File: src/rtl/prrs_pkg.sv
// Shared types and codes for the process-table round-robin scheduler.
// Self-contained; used by prrs_seq and the top level.
`timescale 1ns / 1ps
`default_nettype none

package prrs_pkg;

  localparam int unsigned ACTION_W   = 3;
  localparam int unsigned CHAN_IN_W  = 16;
  localparam int unsigned EXIT_W     = 32;
  localparam int unsigned STATE_W    = 3;
  localparam int unsigned STATUS_W   = 3;
  localparam int unsigned SLOT_OUT_W = 4;
  localparam int unsigned RPID_W     = 16;

  // Stream payload widths: channel + exit value in, the full result out.
  localparam int unsigned IN_DATA_W  = CHAN_IN_W + EXIT_W;
  localparam int unsigned OUT_DATA_W = STATUS_W + 1 + SLOT_OUT_W + RPID_W + EXIT_W;

  typedef enum logic [ACTION_W-1:0] {
    ACT_YIELD  = 3'd0,
    ACT_SLEEP  = 3'd1,
    ACT_WAKEUP = 3'd2,
    ACT_EXIT   = 3'd3,
    ACT_WAIT   = 3'd4,
    ACT_FORK   = 3'd5,
    ACT_CREATE = 3'd6
  } action_e;

  typedef enum logic [STATE_W-1:0] {
    ST_UNUSED   = 3'd0,
    ST_SLEEPING = 3'd1,
    ST_READY    = 3'd2,
    ST_RUNNING  = 3'd3,
    ST_ZOMBIE   = 3'd4
  } slot_state_e;

  typedef enum logic [STATUS_W-1:0] {
    STS_OK       = 3'd0,
    STS_NO_CUR   = 3'd1,
    STS_FULL     = 3'd2,
    STS_NO_CHILD = 3'd3,
    STS_BLOCKED  = 3'd4
  } status_e;

  typedef struct packed {
    logic signed [EXIT_W-1:0] exit_value;
    logic [CHAN_IN_W-1:0]     channel;
    logic [ACTION_W-1:0]      action;
  } cmd_t;

  // Last member sits in the lowest bits: status first, exit value on top.
  typedef struct packed {
    logic signed [EXIT_W-1:0] child_exit_value;
    logic [RPID_W-1:0]        result_pid;
    logic [SLOT_OUT_W-1:0]    running_slot;
    logic                     running_valid;
    status_e                  status;
  } rsp_t;

endpackage

`default_nettype wire

File: src/rtl/process_table_round_robin_scheduler.sv
// Top level of the process-table round-robin scheduler: stream ports,
// output register, and the prrs_seq sequencer over the prrs_table memory.
`timescale 1ns / 1ps
`default_nettype none

// Process-table scheduler. Each input transfer carries one command (tuser:
// action 0 yield, 1 sleep, 2 wakeup, 3 exit, 4 wait, 5 fork, 6 create root;
// tdata: channel and exit value) and gives exactly one result transfer with
// the status, the slot running afterwards, the new or reaped pid, and the
// reaped child's exit value. The slot table lives in a single-port-read,
// single-port-write memory; the sequencer walks it one entry per cycle to
// wake sleepers, pick the next Ready slot round-robin after the current one,
// find a child to reap, drop stale parent links, or find the lowest Unused
// slot. Commands refused up front and unknown actions touch no table
// entry; a blocking wait takes the longest path: a child sweep, then a
// full pick sweep. One command is in work at a time; the next is taken
// once the result sits in the output register, even while that result
// still waits for the sink. After reset the table reads as all Unused
// with no wait.
module process_table_round_robin_scheduler #(
  parameter int unsigned SLOTS        = 16,
  parameter int unsigned CHANNEL_BITS = 16,
  parameter int unsigned PID_BITS     = 16
) (
  input  wire logic                               clk_i,
  input  wire logic                               rst_ni,
  input  wire logic                               s_axis_tvalid_i,
  output logic                                    s_axis_tready_o,
  // tdata, low bit up: channel[15:0], exit_value_in[31:0]
  input  wire logic [prrs_pkg::IN_DATA_W-1:0]     s_axis_tdata_i,
  // tuser: action[2:0]
  input  wire logic [prrs_pkg::ACTION_W-1:0]      s_axis_tuser_i,
  output logic                                    m_axis_tvalid_o,
  input  wire logic                               m_axis_tready_i,
  // tdata, low bit up: status[2:0], running_valid, running_slot[3:0],
  // result_pid[15:0], child_exit_value[31:0]
  output logic [prrs_pkg::OUT_DATA_W-1:0]         m_axis_tdata_o
);

  localparam int unsigned SLOT_W  = $clog2(SLOTS);
  localparam int unsigned PAR_W   = $clog2(SLOTS + 1);
  localparam int unsigned CHAN_W  = (CHANNEL_BITS < prrs_pkg::CHAN_IN_W) ?
                                    CHANNEL_BITS : prrs_pkg::CHAN_IN_W;
  localparam int unsigned VAL_W   = (CHAN_W > SLOT_W) ? CHAN_W : SLOT_W;
  localparam int unsigned TAG_W   = VAL_W + 1;
  // Table entry: state, sleep tag, parent link, pid, exit value.
  localparam int unsigned ENTRY_W = prrs_pkg::STATE_W + TAG_W + PAR_W + PID_BITS +
                                    prrs_pkg::EXIT_W;

  prrs_pkg::cmd_t     cmd;
  prrs_pkg::rsp_t     rsp;
  logic               rsp_valid;
  logic               out_ready;
  logic               out_valid_q;
  prrs_pkg::rsp_t     out_q;

  logic               mem_re;
  logic [SLOT_W-1:0]  mem_raddr;
  logic [ENTRY_W-1:0] mem_rdata;
  logic               mem_we;
  logic [SLOT_W-1:0]  mem_waddr;
  logic [ENTRY_W-1:0] mem_wdata;

  // Unpack the command transfer.
  always_comb begin
    cmd.action     = s_axis_tuser_i;
    cmd.channel    = s_axis_tdata_i[prrs_pkg::CHAN_IN_W-1:0];
    cmd.exit_value = s_axis_tdata_i[prrs_pkg::IN_DATA_W-1:prrs_pkg::CHAN_IN_W];
  end

  prrs_seq #(
    .SLOTS        (SLOTS),
    .CHANNEL_BITS (CHANNEL_BITS),
    .PID_BITS     (PID_BITS)
  ) u_seq (
    .clk_i       (clk_i),
    .rst_ni      (rst_ni),
    .cmd_valid_i (s_axis_tvalid_i),
    .cmd_ready_o (s_axis_tready_o),
    .cmd_i       (cmd),
    .rsp_valid_o (rsp_valid),
    .rsp_ready_i (out_ready),
    .rsp_o       (rsp),
    .mem_re_o    (mem_re),
    .mem_raddr_o (mem_raddr),
    .mem_rdata_i (mem_rdata),
    .mem_we_o    (mem_we),
    .mem_waddr_o (mem_waddr),
    .mem_wdata_o (mem_wdata)
  );

  prrs_table #(
    .SLOTS (SLOTS),
    .WIDTH (ENTRY_W)
  ) u_table (
    .clk_i   (clk_i),
    .rst_ni  (rst_ni),
    .re_i    (mem_re),
    .raddr_i (mem_raddr),
    .rdata_o (mem_rdata),
    .we_i    (mem_we),
    .waddr_i (mem_waddr),
    .wdata_i (mem_wdata)
  );

  // Output register: load a finished result when empty or being drained.
  assign out_ready = !out_valid_q || m_axis_tready_i;

  always_ff @(posedge clk_i or negedge rst_ni) begin
    if (!rst_ni) begin
      out_valid_q <= 1'b0;
    end else if (out_ready) begin
      out_valid_q <= rsp_valid;
    end
  end

  always_ff @(posedge clk_i) begin
    if (out_ready && rsp_valid) begin
      out_q <= rsp;
    end
  end

  assign m_axis_tvalid_o = out_valid_q;
  assign m_axis_tdata_o  = out_q;

endmodule

`default_nettype wire

File: src/rtl/prrs_table.sv
// Slot table storage: one write port, one registered read port.
// Per-entry valid bits make never-written entries read as all zero.
`timescale 1ns / 1ps
`default_nettype none

module prrs_table #(
  parameter int unsigned SLOTS = 16,
  parameter int unsigned WIDTH = 8,
  localparam int unsigned ADDR_W = $clog2(SLOTS)
) (
  input  wire logic              clk_i,
  input  wire logic              rst_ni,
  input  wire logic              re_i,
  input  wire logic [ADDR_W-1:0] raddr_i,
  output logic      [WIDTH-1:0]  rdata_o,
  input  wire logic              we_i,
  input  wire logic [ADDR_W-1:0] waddr_i,
  input  wire logic [WIDTH-1:0]  wdata_i
);

  logic [WIDTH-1:0] mem_q [SLOTS];
  logic [WIDTH-1:0] rdata_q;
  logic [SLOTS-1:0] valid_q;
  logic             rvld_q;

  always_ff @(posedge clk_i) begin
    if (we_i) begin
      mem_q[waddr_i] <= wdata_i;
    end
    if (re_i) begin
      rdata_q <= mem_q[raddr_i];
    end
  end

  always_ff @(posedge clk_i or negedge rst_ni) begin
    if (!rst_ni) begin
      valid_q <= '0;
      rvld_q  <= 1'b0;
    end else begin
      if (we_i) begin
        valid_q[waddr_i] <= 1'b1;
      end
      if (re_i) begin
        rvld_q <= valid_q[raddr_i];
      end
    end
  end

  // An entry never written holds the reset contents: all fields zero.
  assign rdata_o = rvld_q ? rdata_q : '0;

endmodule

`default_nettype wire

File: src/rtl/prrs_seq.sv
// Command sequencer: decodes one command and runs read-modify-write sweeps
// over the slot table (prrs_table). Uses prrs_pkg types and codes.
`timescale 1ns / 1ps
`default_nettype none

module prrs_seq #(
  parameter int unsigned SLOTS        = 16,
  parameter int unsigned CHANNEL_BITS = 16,
  parameter int unsigned PID_BITS     = 16,
  localparam int unsigned SLOT_W  = $clog2(SLOTS),
  localparam int unsigned CNT_W   = SLOT_W + 1,
  localparam int unsigned PAR_W   = $clog2(SLOTS + 1),
  localparam int unsigned CHAN_W  = (CHANNEL_BITS < prrs_pkg::CHAN_IN_W) ?
                                    CHANNEL_BITS : prrs_pkg::CHAN_IN_W,
  localparam int unsigned VAL_W   = (CHAN_W > SLOT_W) ? CHAN_W : SLOT_W,
  localparam int unsigned TAG_W   = VAL_W + 1,
  localparam int unsigned ENTRY_W = prrs_pkg::STATE_W + TAG_W + PAR_W + PID_BITS +
                                    prrs_pkg::EXIT_W
) (
  input  wire logic              clk_i,
  input  wire logic              rst_ni,
  input  wire logic              cmd_valid_i,
  output logic                   cmd_ready_o,
  input  wire prrs_pkg::cmd_t    cmd_i,
  output logic                   rsp_valid_o,
  input  wire logic              rsp_ready_i,
  output prrs_pkg::rsp_t         rsp_o,
  output logic                   mem_re_o,
  output logic [SLOT_W-1:0]      mem_raddr_o,
  input  wire logic [ENTRY_W-1:0] mem_rdata_i,
  output logic                   mem_we_o,
  output logic [SLOT_W-1:0]      mem_waddr_o,
  output logic [ENTRY_W-1:0]     mem_wdata_o
);

  typedef struct packed {
    prrs_pkg::slot_state_e          state;
    logic [TAG_W-1:0]               tag;    // MSB marks a wait sleeper
    logic [PAR_W-1:0]               parent; // 0 none, else parent slot + 1
    logic [PID_BITS-1:0]            pid;
    logic [prrs_pkg::EXIT_W-1:0]    exitv;
  } ent_t;

  typedef enum logic [3:0] {
    S_IDLE,
    S_DECODE,
    S_CUR_RD,
    S_CUR_WB,
    S_WAKE,
    S_PICK,
    S_CHILD,
    S_UNLINK,
    S_BLOCK,
    S_ALLOC,
    S_DONE
  } fsm_e;

  function automatic logic [SLOT_W-1:0] slot_inc(input logic [SLOT_W-1:0] a);
    return (a == SLOT_W'(SLOTS - 1)) ? '0 : a + SLOT_W'(1);
  endfunction

  fsm_e                        state_q, state_d;
  prrs_pkg::cmd_t              cmd_q, cmd_d;
  logic                        cur_valid_q, cur_valid_d;
  logic [SLOT_W-1:0]           cur_slot_q, cur_slot_d;
  logic [PID_BITS-1:0]         next_pid_q, next_pid_d;
  logic [CNT_W-1:0]            rd_cnt_q, rd_cnt_d;
  logic [SLOT_W-1:0]           rd_addr_q, rd_addr_d;
  logic                        rvalid_q, rvalid_d;
  logic [SLOT_W-1:0]           raddr_q, raddr_d;
  ent_t                        ent_cur_q, ent_cur_d;
  logic [TAG_W-1:0]            tag_q, tag_d;
  logic                        has_child_q, has_child_d;
  logic [SLOT_W-1:0]           child_q, child_d;
  logic [PID_BITS-1:0]         rpid_q, rpid_d;
  logic [prrs_pkg::EXIT_W-1:0] rexit_q, rexit_d;
  prrs_pkg::status_e           status_q, status_d;

  ent_t              rd_ent;
  ent_t              wr_ent;
  logic              last;
  logic              issue;
  logic              start_sweep;
  logic              is_child;
  logic [SLOT_W-1:0] pick_start;
  logic [PAR_W-1:0]  cur_link;
  logic [PAR_W-1:0]  child_link;

  assign rd_ent      = ent_t'(mem_rdata_i);
  assign mem_wdata_o = wr_ent;
  assign last        = (rd_cnt_q == CNT_W'(SLOTS));
  assign pick_start  = cur_valid_q ? slot_inc(cur_slot_q) : '0;
  assign cur_link    = PAR_W'(cur_slot_q) + PAR_W'(1);
  assign child_link  = PAR_W'(child_q) + PAR_W'(1);
  assign is_child    = rvalid_q && (rd_ent.state != prrs_pkg::ST_UNUSED) &&
                       (rd_ent.parent == cur_link);

  assign cmd_ready_o = (state_q == S_IDLE);
  assign rsp_valid_o = (state_q == S_DONE);

  always_comb begin
    rsp_o.status           = status_q;
    rsp_o.running_valid    = cur_valid_q;
    rsp_o.running_slot     = prrs_pkg::SLOT_OUT_W'(cur_slot_q);
    rsp_o.result_pid       = prrs_pkg::RPID_W'(rpid_q);
    rsp_o.child_exit_value = rexit_q;
  end

  always_comb begin
    state_d     = state_q;
    cmd_d       = cmd_q;
    cur_valid_d = cur_valid_q;
    cur_slot_d  = cur_slot_q;
    next_pid_d  = next_pid_q;
    rd_cnt_d    = rd_cnt_q;
    rd_addr_d   = rd_addr_q;
    rvalid_d    = 1'b0;
    raddr_d     = raddr_q;
    ent_cur_d   = ent_cur_q;
    tag_d       = tag_q;
    has_child_d = has_child_q;
    child_d     = child_q;
    rpid_d      = rpid_q;
    rexit_d     = rexit_q;
    status_d    = status_q;
    mem_re_o    = 1'b0;
    mem_raddr_o = rd_addr_q;
    mem_we_o    = 1'b0;
    mem_waddr_o = raddr_q;
    wr_ent      = rd_ent;
    issue       = 1'b0;
    start_sweep = 1'b0;

    case (state_q)
      S_IDLE: begin
        if (cmd_valid_i) begin
          cmd_d    = cmd_i;
          status_d = prrs_pkg::STS_OK;
          rpid_d   = '0;
          rexit_d  = '0;
          state_d  = S_DECODE;
        end
      end

      S_DECODE: begin
        case (cmd_q.action)
          prrs_pkg::ACT_YIELD: begin
            if (cur_valid_q) begin
              state_d = S_CUR_RD;
            end else begin
              state_d     = S_PICK;
              start_sweep = 1'b1;
            end
          end
          prrs_pkg::ACT_SLEEP, prrs_pkg::ACT_EXIT, prrs_pkg::ACT_WAIT: begin
            if (cur_valid_q) begin
              state_d = S_CUR_RD;
            end else begin
              status_d = prrs_pkg::STS_NO_CUR;
              state_d  = S_DONE;
            end
          end
          prrs_pkg::ACT_WAKEUP: begin
            tag_d       = {1'b0, VAL_W'(cmd_q.channel[CHAN_W-1:0])};
            state_d     = S_WAKE;
            start_sweep = 1'b1;
          end
          prrs_pkg::ACT_FORK: begin
            if (cur_valid_q) begin
              state_d     = S_ALLOC;
              start_sweep = 1'b1;
            end else begin
              status_d = prrs_pkg::STS_NO_CUR;
              state_d  = S_DONE;
            end
          end
          prrs_pkg::ACT_CREATE: begin
            state_d     = S_ALLOC;
            start_sweep = 1'b1;
          end
          default: begin
            state_d = S_DONE;
          end
        endcase
      end

      S_CUR_RD: begin
        mem_re_o    = 1'b1;
        mem_raddr_o = cur_slot_q;
        state_d     = S_CUR_WB;
      end

      S_CUR_WB: begin
        ent_cur_d   = rd_ent;
        mem_waddr_o = cur_slot_q;
        case (cmd_q.action)
          prrs_pkg::ACT_YIELD: begin
            if (rd_ent.state == prrs_pkg::ST_RUNNING) begin
              mem_we_o     = 1'b1;
              wr_ent.state = prrs_pkg::ST_READY;
            end
            state_d     = S_PICK;
            start_sweep = 1'b1;
          end
          prrs_pkg::ACT_SLEEP: begin
            mem_we_o     = 1'b1;
            wr_ent.tag   = {1'b0, VAL_W'(cmd_q.channel[CHAN_W-1:0])};
            wr_ent.state = prrs_pkg::ST_SLEEPING;
            state_d      = S_PICK;
            start_sweep  = 1'b1;
          end
          prrs_pkg::ACT_EXIT: begin
            mem_we_o     = 1'b1;
            wr_ent.exitv = cmd_q.exit_value;
            wr_ent.state = prrs_pkg::ST_ZOMBIE;
            wr_ent.tag   = '0;
            start_sweep  = 1'b1;
            // A parent blocked in wait sleeps on its own slot with the wait mark.
            if (rd_ent.parent != '0) begin
              tag_d   = {1'b1, VAL_W'(SLOT_W'(rd_ent.parent - PAR_W'(1)))};
              state_d = S_WAKE;
            end else begin
              state_d = S_PICK;
            end
          end
          prrs_pkg::ACT_WAIT: begin
            has_child_d = 1'b0;
            state_d     = S_CHILD;
            start_sweep = 1'b1;
          end
          default: begin
            state_d = S_DONE;
          end
        endcase
      end

      S_WAKE: begin
        issue = !last;
        if (rvalid_q && (rd_ent.state == prrs_pkg::ST_SLEEPING) && (rd_ent.tag == tag_q)) begin
          mem_we_o     = 1'b1;
          wr_ent.state = prrs_pkg::ST_READY;
          wr_ent.tag   = '0;
        end
        if (last) begin
          if (cmd_q.action == prrs_pkg::ACT_EXIT) begin
            state_d     = S_PICK;
            start_sweep = 1'b1;
          end else begin
            state_d = S_DONE;
          end
        end
      end

      S_PICK: begin
        if (rvalid_q && (rd_ent.state == prrs_pkg::ST_READY)) begin
          mem_we_o     = 1'b1;
          wr_ent.state = prrs_pkg::ST_RUNNING;
          cur_valid_d  = 1'b1;
          cur_slot_d   = raddr_q;
          state_d      = S_DONE;
        end else if (last) begin
          cur_valid_d = 1'b0;
          cur_slot_d  = '0;
          state_d     = S_DONE;
        end else begin
          issue = 1'b1;
        end
      end

      S_CHILD: begin
        if (is_child) begin
          has_child_d = 1'b1;
        end
        if (is_child && (rd_ent.state == prrs_pkg::ST_ZOMBIE)) begin
          // Reap: free the slot, then drop links that point at it.
          mem_we_o    = 1'b1;
          wr_ent      = ent_t'('0);
          rpid_d      = rd_ent.pid;
          rexit_d     = rd_ent.exitv;
          child_d     = raddr_q;
          state_d     = S_UNLINK;
          start_sweep = 1'b1;
        end else if (last) begin
          if (!(has_child_q || is_child)) begin
            status_d = prrs_pkg::STS_NO_CHILD;
            state_d  = S_DONE;
          end else if (ent_cur_q.state == prrs_pkg::ST_RUNNING) begin
            state_d = S_BLOCK;
          end else begin
            state_d = S_DONE;
          end
        end else begin
          issue = 1'b1;
        end
      end

      S_UNLINK: begin
        issue = !last;
        if (rvalid_q && (rd_ent.parent == child_link)) begin
          mem_we_o      = 1'b1;
          wr_ent.parent = '0;
        end
        if (last) begin
          state_d = S_DONE;
        end
      end

      S_BLOCK: begin
        mem_we_o     = 1'b1;
        mem_waddr_o  = cur_slot_q;
        wr_ent       = ent_cur_q;
        wr_ent.tag   = {1'b1, VAL_W'(cur_slot_q)};
        wr_ent.state = prrs_pkg::ST_SLEEPING;
        status_d     = prrs_pkg::STS_BLOCKED;
        state_d      = S_PICK;
        start_sweep  = 1'b1;
      end

      S_ALLOC: begin
        if (rvalid_q && (rd_ent.state == prrs_pkg::ST_UNUSED)) begin
          mem_we_o      = 1'b1;
          wr_ent        = ent_t'('0);
          wr_ent.state  = prrs_pkg::ST_READY;
          wr_ent.parent = (cmd_q.action == prrs_pkg::ACT_FORK) ? cur_link : '0;
          wr_ent.pid    = next_pid_q;
          rpid_d        = next_pid_q;
          // Pids skip zero on wrap.
          next_pid_d    = (&next_pid_q) ? PID_BITS'(1) : next_pid_q + PID_BITS'(1);
          state_d       = S_DONE;
        end else if (last) begin
          status_d = prrs_pkg::STS_FULL;
          state_d  = S_DONE;
        end else begin
          issue = 1'b1;
        end
      end

      S_DONE: begin
        if (rsp_ready_i) begin
          state_d = S_IDLE;
        end
      end

      default: begin
        state_d = S_IDLE;
      end
    endcase

    // Sweep read issue: one entry per cycle, data returns in the next cycle.
    if (issue) begin
      mem_re_o    = 1'b1;
      mem_raddr_o = rd_addr_q;
      raddr_d     = rd_addr_q;
      rd_addr_d   = slot_inc(rd_addr_q);
      rd_cnt_d    = rd_cnt_q + CNT_W'(1);
      rvalid_d    = 1'b1;
    end

    // Round-robin pick starts after the current slot (at zero if none runs), all other sweeps at zero.
    if (start_sweep) begin
      rd_cnt_d  = '0;
      rd_addr_d = (state_d == S_PICK) ? pick_start : '0;
    end
  end

  always_ff @(posedge clk_i or negedge rst_ni) begin
    if (!rst_ni) begin
      state_q     <= S_IDLE;
      cmd_q       <= '0;
      cur_valid_q <= 1'b0;
      cur_slot_q  <= '0;
      next_pid_q  <= PID_BITS'(1);
      rd_cnt_q    <= '0;
      rd_addr_q   <= '0;
      rvalid_q    <= 1'b0;
      raddr_q     <= '0;
      ent_cur_q   <= ent_t'('0);
      tag_q       <= '0;
      has_child_q <= 1'b0;
      child_q     <= '0;
      rpid_q      <= '0;
      rexit_q     <= '0;
      status_q    <= prrs_pkg::STS_OK;
    end else begin
      state_q     <= state_d;
      cmd_q       <= cmd_d;
      cur_valid_q <= cur_valid_d;
      cur_slot_q  <= cur_slot_d;
      next_pid_q  <= next_pid_d;
      rd_cnt_q    <= rd_cnt_d;
      rd_addr_q   <= rd_addr_d;
      rvalid_q    <= rvalid_d;
      raddr_q     <= raddr_d;
      ent_cur_q   <= ent_cur_d;
      tag_q       <= tag_d;
      has_child_q <= has_child_d;
      child_q     <= child_d;
      rpid_q      <= rpid_d;
      rexit_q     <= rexit_d;
      status_q    <= status_d;
    end
  end

`ifndef SYNTHESIS
  a_rw_apart: assert property (@(posedge clk_i) disable iff (!rst_ni)
    (mem_we_o && mem_re_o) |-> (mem_waddr_o != mem_raddr_o))
    else $error("table read and write hit the same entry in one cycle");

  a_idle_drained: assert property (@(posedge clk_i) disable iff (!rst_ni)
    cmd_ready_o |-> !rvalid_q)
    else $error("read data still in flight while idle");

  a_pid_nonzero: assert property (@(posedge clk_i) disable iff (!rst_ni)
    next_pid_q != '0)
    else $error("next pid reached zero");

  a_idle_slot_zero: assert property (@(posedge clk_i) disable iff (!rst_ni)
    !cur_valid_q |-> (cur_slot_q == '0))
    else $error("current slot nonzero with no process running");
`endif

endmodule

`default_nettype wire
File: config.mk
export PLATFORM = sky130hd
export DESIGN_NAME = process_table_round_robin_scheduler
export DESIGN_NICKNAME = d
export VERILOG_FILES = /design/src/rtl/prrs_pkg.sv /design/src/rtl/process_table_round_robin_scheduler.sv /design/src/rtl/prrs_table.sv /design/src/rtl/prrs_seq.sv
export SDC_FILE = /design/constraint.sdc
export NUM_CORES = 2
export LEC_CHECK = 0
export BUFFER_PORTS_ARGS = -buffer_cell sky130_fd_sc_hd__buf_2
export CAP_MARGIN = 10
export CORE_ASPECT_RATIO = 1.5
export CORE_MARGIN = 2
export CORE_UTILIZATION = 40
export CTS_BUF_LIST = sky130_fd_sc_hd__clkbuf_16
export CTS_CLUSTER_DIAMETER = 120
export DETAILED_ROUTE_END_ITERATION = 7
export GPL_TIMING_DRIVEN = 0
export SYNTH_ARGS = -nofsm -noshare
export SYNTH_HDL_FRONTEND = slang
export SYNTH_HIERARCHICAL = 1
export SYNTH_SLANG_ARGS = --single-unit
File: constraint.sdc
create_clock -name clk_i -period 16.6 [get_ports clk_i]
set_input_delay 0 -clock clk_i [delete_from_list [all_inputs] [get_ports clk_i]]
set_output_delay 0 -clock clk_i [all_outputs]
set_load 0.02 [all_outputs]
==> reports/results.ini <==
[logic_synthesis]
synth-seq-area-share = 0.746
syn-mean-instance-area_um2 = 19.3
synth_top_family_by_area = multiplexers
synth_top_cell_area_share = 0.647
synthMuxAreaShare = 0.151
synth_top_area_cell = edfxtp_1
syn-num-nets = 3186
ys_async_sr_fraction = 0.154
synthTopCellsByArea = edfxtp_1, mux4_2, dfrtp_1
synth_compound_area_frac = 0.0310
synth_top_flop_cell = edfxtp_1
synth_xor_area_frac = 0.00692
synth_area_um2 = 60200
synth_warnings = 6
synth_adder_area_share = 0.00166
synth_simple_gate_area_frac = 0.0481
synth_edf_count = 1297
synth_seq_cells = 1534
syn_inst = 3123
ys_types = 80

[grt]
grt_pass1_wl_mm = 235
met1_usage = 0.291
grt_use_met3 = 0.0376
use_met2 = 0.352
grt_max_degree = 96
busiest_layer = met2
first_global_vias = 33000
gr-total-overflow = 0
grt_antenna_before_repair = 5
grt_usage = 0.213

[sta]
setup_slack_ns = 10.40
hold_viol = 0
tightestPinTransition_ns = 1.27
period_needed_ns = 6.20
final-max-slew-violation-count = 0
setup_violations = 0
slew_headroom = 0.152
max_freq_ghz = 0.161
clock_skew_ns = 0.0315
fin_crit_sh = 0.374
rsz0062_at_grt = no

[hold_path]
min_from = s_axis_tdata_i[11]
whs_path_depth = 3
hp-class = primary input to register
holdPathEnd = u_seq/cmd_q[14]$_DFFE_PN0P_

[cts]
clockBufferDepth = 3
path_clk_slew_ns = 0.07
cts_root_buf = clkbuf_16
cts_tree = built
cts_made_buffers = 144
clock_sinks = 1534
cts.htree.levels = 4
clk-insertion-delay-late_ns = 0.78
cts_resized = 0

[pwr]
peakVddDrop_mv = 0.143
power_density_nw_per_um2 = 176
leakage_nw = 24.3

[routing]
drt_pre_antenna_iters = 6
finalWirelength_mm = 163
drc = 0
via_per_inst = 5.69
drtIter0Drc = 3470
vias = 32100
ant_nets = 0
wl_per_cell_um = 28.8

[worst_setup_path]
crit_chain = clkbuf_1 > and2_1 > nor4b_2 > and2_1 > clkbuf_1 > clkbuf_1 > nor3_1 > nand3_1 > nand3b_1 > nor3_2 > buf_6 > buf_8 > buf_6 > buf_6 > buf_8
path_delay_family = simple AND/OR/NAND/NOR gates
r2r_end = u_table/mem_q[8][26]$_DFFE_PP_
crit_buf_inv = 8
arrival_ns = 6.67
critPathMaxStageDelay_ns = 0.95
critPathRequiredTime_ns = 17.07
rr_startpoint = u_table/rvld_q$_DFFE_PN0P_
r2r_slack_ns = 10.40
reg2reg_depth = 15
cp-end-kind = register
worstSetupStartpointType = register
critical_path.max_fanout = 10
critical_path_class = register to register
critPathSlowestCell = nor4b_2

[finish]
synthToLayoutAreaGrowth_pct = 17.6
drive_above_1_share = 0.264
design_area_um2 = 70700
nNetsFinal = 3654

[placed_design]
place_ws_ns = 10.56
gp_congestion = 0.896
io_buffers = 112
dpl.hpwl_mm = 107
placed_cell_area_um2 = 65100

[floorplan]
coreArea_um2 = 150000
fp-row-count = 174
die_h_um = 479
start_util = 0.402
die_w_um = 321
pin_count = 113
fp.dieArea_um2 = 154000

[outcome]
status = finished, final reports clean

[flow_run]
cap_violations = 0

==> kinds of logic after synthesis <==
| group | after synthesis |
|---|---|
| multiplexers | 438 |
| XOR/XNOR | 45 |
| buffers and inverters | 205 |
| AND/OR/NAND/NOR | 612 |
| AO/OA/AOI/OAI | 281 |
| flip-flops | 1534 |
| adder cells (fa/ha/maj) | 8 |
==> layout make-up <==
cell class,instances,area (um^2)
clock inverters,114,880
inverters,32,120
plain buffers,173,812
clock buffers,151,3780
well taps,1936,2420
diodes,2,5.00
fillers,12400,78800
repair buffers,322,3350
multi-input cells,1384,14500
flip-flops and latches,1534,44900
==> cells in the mapped netlist, types with 8 or more instances <==
cell and n:
a21oi_1 36, a22o_1 28, a22oi_1 68, and2_1 78
buf_1 22, buf_2 18, buf_4 21, buf_6 8
clkbuf_1 104, dfrtp_1 236, edfxtp_1 1297, ha_1 8
inv_1 31, mux2_2 64, mux4_2 369, nand2_1 325
nand2b_1 15, nand3_1 26, nand4_1 11, nor2_1 67
nor3_1 23, o21ai_0 90, or2_2 17, xnor2_1 17
xor2_1 25
==> layout by cell type (no fill, tap or decap), types with 8 or more instances in the layout <==
master | synthesis | layout
o21ai_0 | 90 | 80
xor2_1 | 25 | 25
nor3_1 | 23 | 18
buf_6 | 8 | 51
or2_2 | 17 | 17
inv_1 | 31 | 65
nor2_4 | 0 | 12
buf_12 | 0 | 42
nand3_1 | 26 | 26
a21oi_1 | 36 | 35
buf_2 | 18 | 135
edfxtp_1 | 1297 | 1297
clkbuf_1 | 104 | 103
nand4_1 | 11 | 11
buf_1 | 22 | 22
clkbuf_16 | 0 | 151
buf_4 | 21 | 33
xnor2_1 | 17 | 17
clkinvlp_4 | 0 | 8
a22o_1 | 28 | 28
a22oi_1 | 68 | 68
nor2_1 | 67 | 55
dlygate4sd3_1 | 0 | 89
mux4_2 | 369 | 369
bufinv_16 | 0 | 9
buf_16 | 0 | 14
clkinv_1 | 0 | 18
clkinv_2 | 0 | 20
ha_1 | 8 | 8
and2_1 | 78 | 78
inv_6 | 0 | 10
mux2_2 | 64 | 64
nand2b_1 | 15 | 15
o21ai_1 | 4 | 13
nand2_1 | 325 | 325
dfrtp_1 | 236 | 236
==> layer usage <==
metal | wire length (um) | vias to the layer above
li1 | - | 13400
met1 | 66500 | 17100
met2 | 80300 | 1343
met3 | 11300 | 287
met4 | 4650 | 2
met5 | 13 | -
==> repair_timing <==
item / CTS / global route
hold endpoints to repair: 205 / 0
setup buffers: 0 / 0
hold buffers: 90 / 0
==> worst reg2reg max path, delay by kind of cell (launching register included) <==
kind / cells / cell delay [ns]
flops: 1 / 0.39
buf+inv: 8 / 2.34
simple gates: 7 / 3.17
==> state kept, by name, indices dropped and copies added, names as in the netlist, 5 cells and up <==
register and cells:
m_axis_tdata_o 56, u_seq/cmd_q 51, u_seq/ent_cur_q 56, u_seq/next_pid_q 16, u_seq/rd_cnt_q 5, u_seq/rexit_q 32
u_seq/rpid_q 16, u_seq/tag_q 17, u_table/mem_q 1168, u_table/rdata_q 73, u_table/valid_q 16
==> worst max-delay path by stage <==
stage	from	to	slack, ns	cells past startpoint
final	u_table/rvld_q$_DFFE_PN0P_	u_table/mem_q[8][26]$_DFFE_PP_	10.40	15
after floorplan	u_table/rvld_q$_DFFE_PN0P_	u_table/valid_q[0]$_DFFE_PN0P_	8.07	11
after CTS	u_table/rvld_q$_DFFE_PN0P_	u_table/mem_q[8][27]$_DFFE_PP_	10.51	15
after detailed placement	u_table/rvld_q$_DFFE_PN0P_	u_table/mem_q[8][27]$_DFFE_PP_	10.56	15
after global placement	u_table/rvld_q$_DFFE_PN0P_	u_table/valid_q[0]$_DFFE_PN0P_	-1.84	11
after global routing	u_table/rvld_q$_DFFE_PN0P_	u_table/mem_q[8][27]$_DFFE_PP_	10.28	15
==> stage by stage <==
stage | util | total power, mW | instances | hold slack (ns) | TNS (ns)
5_1_grt | 0.473 | 12.9 | 5647 | 0.0306 | 0
3_5_place_dp | 0.436 | 9.25 | 5288 | 0.000549 | 0
4_1_cts | 0.473 | 12.5 | 5643 | 0.000323 | 0
6_report | 0.473 | 12.4 | 5648 | 0.0466 | 0
2_1_floorplan | - | 7.81 | 3123 | -0.296 | 0
3_3_place_gp | 0.422 | 9.17 | 5171 | 0.233 | -394.55
==> report_power, final <==
| part | switching [mW] | leakage, nW | internal, mW | total [mW] |
|---|---|---|---|---|
| Sequential | 0.244 | 15.1 | 5.10 | 5.34 |
| Clock | 1.46 | 2.41 | 1.80 | 3.27 |
| Combinational | 2.29 | 6.85 | 1.54 | 3.83 |
No activity file was read; power rests on OpenSTA's default activity.
